--- config.mk ---
export PLATFORM = sky130hd
export DESIGN_NAME = reassembly_block_merger_core_flat
export DESIGN_NICKNAME = d
export VERILOG_FILES = /design/src/rtl/core/rbm_pkg.sv /design/src/rtl/core/rbm_seg_if.sv /design/src/rtl/core/rbm_res_if.sv /design/src/rtl/core/reassembly_block_merger_core.sv /design/src/rtl/core/rbm_table.sv /design/src/flat_wrapper.sv
export SDC_FILE = /design/constraint.sdc
export NUM_CORES = 1
export LEC_CHECK = 0
export BUFFER_PORTS_ARGS = -buffer_cell sky130_fd_sc_hd__buf_2
export CAP_MARGIN = 20
export CORE_ASPECT_RATIO = 0.5
export CORE_MARGIN = 4
export CORE_UTILIZATION = 55
export CTS_CLUSTER_SIZE = 25
export DETAILED_ROUTE_END_ITERATION = 6
export MAX_ROUTING_LAYER = met4
export PLACE_DENSITY = 0.81
export SYNTH_ARGS = -nofsm -noshare
export SYNTH_HDL_FRONTEND = slang
export SYNTH_SLANG_ARGS = --single-unit
--- constraint.sdc ---
create_clock -name clk -period 25.1 [get_ports clk]
set_input_delay 3.765 -clock clk [delete_from_list [all_inputs] [get_ports clk]]
set_output_delay 3.765 -clock clk [all_outputs]
set_load 0.01 [all_outputs]
--- src/rtl/core/rbm_pkg.sv ---
package rbm_pkg;

	localparam int RBM_MAX_BLOCKS = 8;
	localparam int START_W = 16;
	localparam int SEG_LEN_W = 17;
	localparam int ENT_LEN_W = 18;
	localparam int RING_W = 17;
	localparam int OUT_W = 18;
	localparam int DIST_W = 21;
	localparam logic [RING_W-1:0] RING_RESET = 17'd65536;

	typedef logic signed [DIST_W-1:0] dist_t;

	typedef struct packed {
		logic [START_W-1:0] start;
		logic [ENT_LEN_W-1:0] len;
	} rbm_entry_t;

	function automatic dist_t dist_from(input logic [START_W-1:0] pos,
			input logic [START_W-1:0] tail, input logic [RING_W-1:0] ring);
		dist_t p;
		dist_t t;
		dist_t r;
		p = dist_t'({5'd0, pos});
		t = dist_t'({5'd0, tail});
		r = dist_t'({4'd0, ring});
		if (tail <= pos) begin
			return p - t;
		end
		return p + r - t;
	endfunction

	function automatic logic [ENT_LEN_W-1:0] sat_len(input dist_t v);
		if (v < 0) begin
			return '0;
		end
		if (v > dist_t'(21'sd262143)) begin
			return '1;
		end
		return v[ENT_LEN_W-1:0];
	endfunction

endpackage

--- src/rtl/core/rbm_seg_if.sv ---
interface rbm_seg_if;
	import rbm_pkg::*;
	logic valid;
	logic ready;
	logic [START_W-1:0] seg_start;
	logic [SEG_LEN_W-1:0] seg_len;
	logic [START_W-1:0] tail_pos;
	modport source (output valid, output seg_start, output seg_len, output tail_pos,
		input ready);
	modport sink (input valid, input seg_start, input seg_len, input tail_pos,
		output ready);
endinterface

--- src/rtl/core/rbm_res_if.sv ---
interface rbm_res_if;
	import rbm_pkg::*;
	logic valid;
	logic ready;
	logic [OUT_W-1:0] in_order_len;
	modport source (output valid, output in_order_len, input ready);
	modport sink (input valid, input in_order_len, output ready);
endinterface

--- src/rtl/core/reassembly_block_merger_core.sv ---
// Out-of-order range table for a receive ring. Ranges live in a single-port-read
// memory used as a ring of MAX_BLOCKS slots (oldest at the head). An item is
// accepted while the block is idle, then the stored entries are streamed out of
// the memory one per cycle, merged or compacted back in order, and a final
// write-back state, which waits until the result register is free, stores the new
// range (for an item that is not in order) and loads the result; the entries are
// scanned one at a time because of the one read port.
// A new item can be accepted while the previous result still waits to be taken.
module reassembly_block_merger_core #(
	parameter int MAX_BLOCKS = rbm_pkg::RBM_MAX_BLOCKS
) (
	input  logic clk,
	input  logic arst_n,
	input  logic cfg_we,
	input  logic [rbm_pkg::RING_W-1:0] cfg_wdata,
	rbm_seg_if.sink seg,
	rbm_res_if.source res
);
	import rbm_pkg::*;

	localparam int IW = $clog2(MAX_BLOCKS);
	localparam int CW = $clog2(MAX_BLOCKS + 1);

	typedef enum logic [2:0] {
		ST_IDLE = 3'b001,
		ST_SCAN = 3'b010,
		ST_WB   = 3'b100
	} state_t;

	state_t state_q;
	logic [RING_W-1:0] ring_q;
	logic [CW-1:0] cnt_q, rd_cnt_q, wr_cnt_q;
	logic [IW-1:0] head_q, rd_ph_q, wr_ph_q;
	logic vld_s1;
	logic ino_q;
	dist_t pl_q, pr_q;
	logic [START_W-1:0] start_q, tail_q;
	logic out_vld_q;
	logic [OUT_W-1:0] out_len_q;

	rbm_entry_t rdata, wdata;
	logic we, re;
	logic [IW-1:0] waddr;
	dist_t pb, pe, pl_in;
	logic merge, rd_issue, out_free;

	function automatic logic [IW-1:0] inc_ph(input logic [IW-1:0] p);
		return (p == IW'(MAX_BLOCKS - 1)) ? '0 : p + IW'(1);
	endfunction

	rbm_table #(.MAX_BLOCKS(MAX_BLOCKS)) u_table (
		.clk(clk), .we(we), .waddr(waddr), .wdata(wdata),
		.re(re), .raddr(rd_ph_q), .rdata(rdata)
	);

	assign seg.ready = (state_q == ST_IDLE);
	assign res.valid = out_vld_q;
	assign res.in_order_len = out_len_q;
	assign out_free = !out_vld_q || res.ready;

	assign pl_in = (seg.seg_start == seg.tail_pos) ? '0 :
		dist_from(seg.seg_start, seg.tail_pos, ring_q);
	assign pb = dist_from(rdata.start, tail_q, ring_q);
	assign pe = pb + dist_t'({3'd0, rdata.len});
	assign merge = ino_q ? (pb <= pr_q) : ((pl_q <= pe) && (pb <= pr_q));
	assign rd_issue = (state_q == ST_SCAN) && (rd_cnt_q != cnt_q);
	assign re = rd_issue;

	always_comb begin
		we = 1'b0;
		waddr = wr_ph_q;
		wdata = rdata;
		if (state_q == ST_SCAN && vld_s1 && !merge) begin
			we = 1'b1;
		end else if (state_q == ST_WB && out_free && !ino_q) begin
			we = 1'b1;
			wdata.start = start_q;
			wdata.len = sat_len(pr_q - pl_q);
			if (wr_cnt_q == CW'(MAX_BLOCKS)) begin
				waddr = head_q;
			end
		end
	end

	always_ff @(posedge clk or negedge arst_n) begin
		if (!arst_n) begin
			ring_q <= RING_RESET;
		end else if (cfg_we) begin
			ring_q <= cfg_wdata;
		end
	end

	always_ff @(posedge clk or negedge arst_n) begin
		if (!arst_n) begin
			state_q <= ST_IDLE;
			cnt_q <= '0;
			head_q <= '0;
			rd_cnt_q <= '0;
			wr_cnt_q <= '0;
			rd_ph_q <= '0;
			wr_ph_q <= '0;
			vld_s1 <= 1'b0;
			out_vld_q <= 1'b0;
		end else begin
			if (res.ready && !(state_q == ST_WB && out_free)) begin
				out_vld_q <= 1'b0;
			end
			case (state_q)
				ST_IDLE: begin
					if (seg.valid) begin
						state_q <= ST_SCAN;
						rd_cnt_q <= '0;
						wr_cnt_q <= '0;
						rd_ph_q <= head_q;
						wr_ph_q <= head_q;
						vld_s1 <= 1'b0;
					end
				end
				ST_SCAN: begin
					vld_s1 <= rd_issue;
					if (rd_issue) begin
						rd_cnt_q <= rd_cnt_q + CW'(1);
						rd_ph_q <= inc_ph(rd_ph_q);
					end
					if (vld_s1 && !merge) begin
						wr_cnt_q <= wr_cnt_q + CW'(1);
						wr_ph_q <= inc_ph(wr_ph_q);
					end
					if (!rd_issue && !vld_s1) begin
						state_q <= ST_WB;
					end
				end
				ST_WB: begin
					if (out_free) begin
						out_vld_q <= 1'b1;
						state_q <= ST_IDLE;
						if (ino_q) begin
							cnt_q <= wr_cnt_q;
						end else if (wr_cnt_q == CW'(MAX_BLOCKS)) begin
							head_q <= inc_ph(head_q);
						end else begin
							cnt_q <= wr_cnt_q + CW'(1);
						end
					end
				end
				default: state_q <= ST_IDLE;
			endcase
		end
	end

	always_ff @(posedge clk) begin
		if (state_q == ST_IDLE && seg.valid) begin
			ino_q <= (seg.seg_start == seg.tail_pos);
			start_q <= seg.seg_start;
			tail_q <= seg.tail_pos;
			pl_q <= pl_in;
			pr_q <= pl_in + dist_t'({4'd0, seg.seg_len});
		end else if (state_q == ST_SCAN && vld_s1 && merge) begin
			if (pe > pr_q) begin
				pr_q <= pe;
			end
			if (!ino_q && pb < pl_q) begin
				pl_q <= pb;
				start_q <= rdata.start;
			end
		end
		if (state_q == ST_WB && out_free) begin
			out_len_q <= ino_q ? sat_len(pr_q - pl_q) : '0;
		end
	end

`ifndef NO_ASSERTIONS
	a_cnt_bound: assert property (@(posedge clk) disable iff (!arst_n)
		cnt_q <= CW'(MAX_BLOCKS))
		else $error("entry count above table depth");
	a_compact: assert property (@(posedge clk) disable iff (!arst_n)
		state_q == ST_SCAN |-> wr_cnt_q <= rd_cnt_q)
		else $error("compaction write ahead of read");
	a_accept: assert property (@(posedge clk) disable iff (!arst_n)
		seg.valid && seg.ready |=> state_q == ST_SCAN)
		else $error("accepted item did not start a scan");
	a_result: assert property (@(posedge clk) disable iff (!arst_n)
		state_q == ST_WB && out_free |=> out_vld_q && state_q == ST_IDLE)
		else $error("write-back did not load the result");
`endif
endmodule

--- src/rtl/core/rbm_table.sv ---
module rbm_table #(
	parameter int MAX_BLOCKS = rbm_pkg::RBM_MAX_BLOCKS
) (
	input  logic clk,
	input  logic we,
	input  logic [$clog2(MAX_BLOCKS)-1:0] waddr,
	input  rbm_pkg::rbm_entry_t wdata,
	input  logic re,
	input  logic [$clog2(MAX_BLOCKS)-1:0] raddr,
	output rbm_pkg::rbm_entry_t rdata
);
	import rbm_pkg::*;

	rbm_entry_t mem [MAX_BLOCKS];

	always_ff @(posedge clk) begin
		if (we) begin
			mem[waddr] <= wdata;
		end
	end

	always_ff @(posedge clk) begin
		if (re) begin
			rdata <= mem[raddr];
		end
	end
endmodule

--- src/flat_wrapper.sv ---
// flat-port wrapper written by rule: the top's interface ports become plain ports
module reassembly_block_merger_core_flat import rbm_pkg::*;
#(
	parameter int MAX_BLOCKS = rbm_pkg::RBM_MAX_BLOCKS
)
  (clk, arst_n, cfg_we, cfg_wdata, seg_valid, seg_seg_start, seg_seg_len, seg_tail_pos, seg_ready, res_valid, res_in_order_len, res_ready);
  rbm_seg_if seg_i ();
  rbm_res_if res_i ();
  input  logic clk;
  input  logic arst_n;
  input  logic cfg_we;
  input  logic [rbm_pkg::RING_W-1:0] cfg_wdata;
  input wire logic [$bits(seg_i.valid)-1:0] seg_valid;
  input wire logic [$bits(seg_i.seg_start)-1:0] seg_seg_start;
  input wire logic [$bits(seg_i.seg_len)-1:0] seg_seg_len;
  input wire logic [$bits(seg_i.tail_pos)-1:0] seg_tail_pos;
  output wire logic [$bits(seg_i.ready)-1:0] seg_ready;
  output wire logic [$bits(res_i.valid)-1:0] res_valid;
  output wire logic [$bits(res_i.in_order_len)-1:0] res_in_order_len;
  input wire logic [$bits(res_i.ready)-1:0] res_ready;
  assign seg_i.valid = seg_valid;
  assign seg_i.seg_start = seg_seg_start;
  assign seg_i.seg_len = seg_seg_len;
  assign seg_i.tail_pos = seg_tail_pos;
  assign seg_ready = seg_i.ready;
  assign res_valid = res_i.valid;
  assign res_in_order_len = res_i.in_order_len;
  assign res_i.ready = res_ready;
  reassembly_block_merger_core #(.MAX_BLOCKS(MAX_BLOCKS)) u_core (.clk(clk), .arst_n(arst_n), .cfg_we(cfg_we), .cfg_wdata(cfg_wdata), .seg(seg_i), .res(res_i));
endmodule
==> flow_metrics.tcl <==
set metrics [dict create \
    status "complete, no violations" \
    place_congestion 0.9835 \
    grt_setup_unrepaired "no" \
    cp-end-kind "register" \
    clock.fmax_mhz 105.9 \
    syn_nets 2610 \
    postPlaceCellArea_um2 28110 \
    cts_hold_buf 0 \
    cp_top_family "compound AO/OA/AOI/OAI gates" \
    dp_cells 2983 \
    layout_commonest_cell "edfxtp_1" \
    dieArea_um2 52440 \
    pwr-share-clk_pct 15.1 \
    netlist_instances 2287 \
    syn_area_um2 26750 \
    crit_fanout 29 \
    fillers 3580 \
    drcViolationCount 0 \
    fin_area_um2 29530 \
    hpwl_um 53490 \
    powerDensity_nw_per_um2 142.8 \
    postSynthAreaPerCell_um2 11.70 \
    tritoncts "done" \
    final_layout_size_suffix_gt1_share_pct 15.01 \
    first_global_vias 18430 \
    vias_per_cell 6.363 \
    tightest_slew_ps 1223 \
    comb_power_share_pct 59.1 \
    core_um2 47440 \
    io_pins 91 \
    path_class "register to register" \
    h-tree-depth 2 \
    drtAntennaViolNets 0 \
    start_kind "register" \
    vdd_drop_max_mv 0.08275 \
    grt_max_degree 71 \
    async_flop_share_pct 9.729 \
    setup_viol 0 \
    grt_pass1_wl_um 111800 \
    die_w_um 319.9 \
    cts_resized 0 \
    clock-sinks 442 \
    intPower_mw 2.334 \
    cp_common_cell "ha_1" \
    yosys_most_used_dff "edfxtp_1" \
    clockBufferDepth 3 \
    rows 56 \
    holdWs_ps 529.9 \
    initial_core_util_pct 56.39 \
    min_period_ps 9447 \
    root_buffer "clkbuf_16" \
    drtIter0Drc 2317 \
    seq_area_frac_synth_pct 48.83 \
    synth_top_area_share_pct 44.80 \
    p_leak_nw 11.78 \
    drv_slew 0 \
    yosysTopAreaCell "edfxtp_1" \
    synth_area_leaders "edfxtp_1 45%, ha_1 11%, mux4_2 5.7%, dfrtp_1 3.8%, a21oi_1 3.1%" \
    vias 19540 \
    gr-usage-all-layers_pct 29.03 \
    clk_pin_slew_worst_paths_ps 70 \
    io_buffers 90 \
    power_switching_mw 1.883 \
    grt.overflow.total 0 \
    post_cts_buffers 0 \
    sw_frac_of_total_pct 44.65 \
    cp.arrival_ps 9680 \
    slew_headroom_pct 17.16 \
    tns_ps 0 \
    cap_violations 0 \
    max_stage_delay_ps 910 \
    synth_edf_count 399 \
    die_h_um 163.9 \
    dr.pass1.iters 6 \
    ys_ff_latch 442 \
    hold_path.class "register to register" \
    pwr-share-seq_pct 25.8 \
    antenna_found_initial 1 \
    finalHoldViolCount 0 \
    nNetsFinal 2724 \
    fin_cells 3071 \
    regArea_um2 13070 \
    finalCritPeriodShare_pct 37.64 \
    wl_per_cell_um 24.49 \
    yosys_warnings 0 \
    routed_wl_um 75220 \
    most-common-layout-cells "399 x edfxtp_1, 243 x ha_1, 205 x nand2_1" \
    numCtsBuffers 42 \
    slowest_stage "a211oi_4" \
    fin_skew_ps 29.67 \
    multiInputGateArea_um2 12980 \
    path_buf_inv 3 \
    synth_cell_types 83 \
    clock_latency_ps 580 \
    critical_path_required_ps 25330 \
    syn2layout_area_growth_pct 10.42 \
]
-- cell families after synthesis --
family	share of synthesized area, %
multiplexers	8.832
AO/OA/AOI/OAI	13.60
flip-flops	48.83
buffers and inverters	3.120
AND/OR/NAND/NOR	9.482
adder cells (fa/ha/maj)	12.04
XOR/XNOR	4.093
-- layout make-up --
| cell class | instances | area share [%] |
|---|---|---|
| timing repair buffer | 130 | 2.533 |
| tap | 638 | 2.703 |
| clock buffer | 50 | 3.732 |
| antenna | 2 | 0.01695 |
| clock inverter | 24 | 0.7922 |
| inverter | 161 | 2.050 |
| sequential | 442 | 44.24 |
| multi-input combinational | 1624 | 43.94 |
-- final timing paths --
path	endpoint	depth (start not counted)	slack, ps	startpoint
max	u_core.u_table.mem[2][20]	27	15650	u_core.u_table.rdata[19]
min in group asynchronous	u_core.ring_q[14]	2	3300	arst_n
min reg2reg	u_core.cnt_q[0]	1	530	u_core.cnt_q[0]
max in group asynchronous	u_core.rd_ph_q[0]	2	21250	arst_n
min	u_core.cnt_q[0]	1	530	u_core.cnt_q[0]
max reg2reg	u_core.u_table.mem[2][20]	27	15650	u_core.u_table.rdata[19]
-- per-layer routing --
layer  up-vias  global-route usage [%]  wire (um)
met4         0                   6.469       1767
met5         -                       -          0
met3       139                   6.169       8622
li1       8867                       -          -
met2      1038                   42.99      32920
met1      9496                   41.60      31910
-- synth_stat cells, types with 41 or more instances --
library cell / number
inv_1: 160
nor2_1: 141
edfxtp_1: 399
a21oi_1: 168
a21o_1: 68
xnor2_1: 85
o21ai_0: 94
clkbuf_1: 41
dfrtp_1: 41
mux2_2: 64
ha_1: 243
mux4_2: 68
nand2_1: 205
-- sequential cells by signal, indices dropped and copies added (netlist names), 3 cells and up --
name,count
u_core.pr_q,21
u_core.tail_q,16
u_core.u_table.mem,272
u_core.ring_q,17
u_core.cnt_q,4
u_core.res.in_order_len,18
u_core.wr_cnt_q,4
u_core.head_q,3
u_core.rd_cnt_q,4
u_core.pl_q,21
u_core.state_q,3
u_core.wr_ph_q,3
u_core.u_table.rdata,34
u_core.rd_ph_q,3
u_core.start_q,16
-- per-stage QoR --
| step | power, mW | setup slack, ps | utilization [%] |
|---|---|---|---|
| final | 4.217 | 15650 | 62.26 |
| after global routing | 4.499 | 15100 | 62.26 |
| after CTS | 4.149 | 15860 | 62.07 |
| after detailed placement | 3.481 | 15440 | 59.26 |
| after global placement | 3.423 | 15600 | 59.20 |
| after floorplan | 2.818 | 15900 | - |
-- power by group through the flow --
| stage | Clock [mW] | Sequential, mW | Combinational [mW] |
|---|---|---|---|
| 2_1_floorplan | 0 | 1.04 | 1.77 |
| 3_3_place_gp | 0 | 1.10 | 2.33 |
| 3_5_place_dp | 0 | 1.10 | 2.39 |
| 4_1_cts | 0.644 | 1.08 | 2.42 |
| 5_1_grt | 0.676 | 1.09 | 2.73 |
| 6_report | 0.637 | 1.09 | 2.49 |
Power figures use the tool's default switching activity.
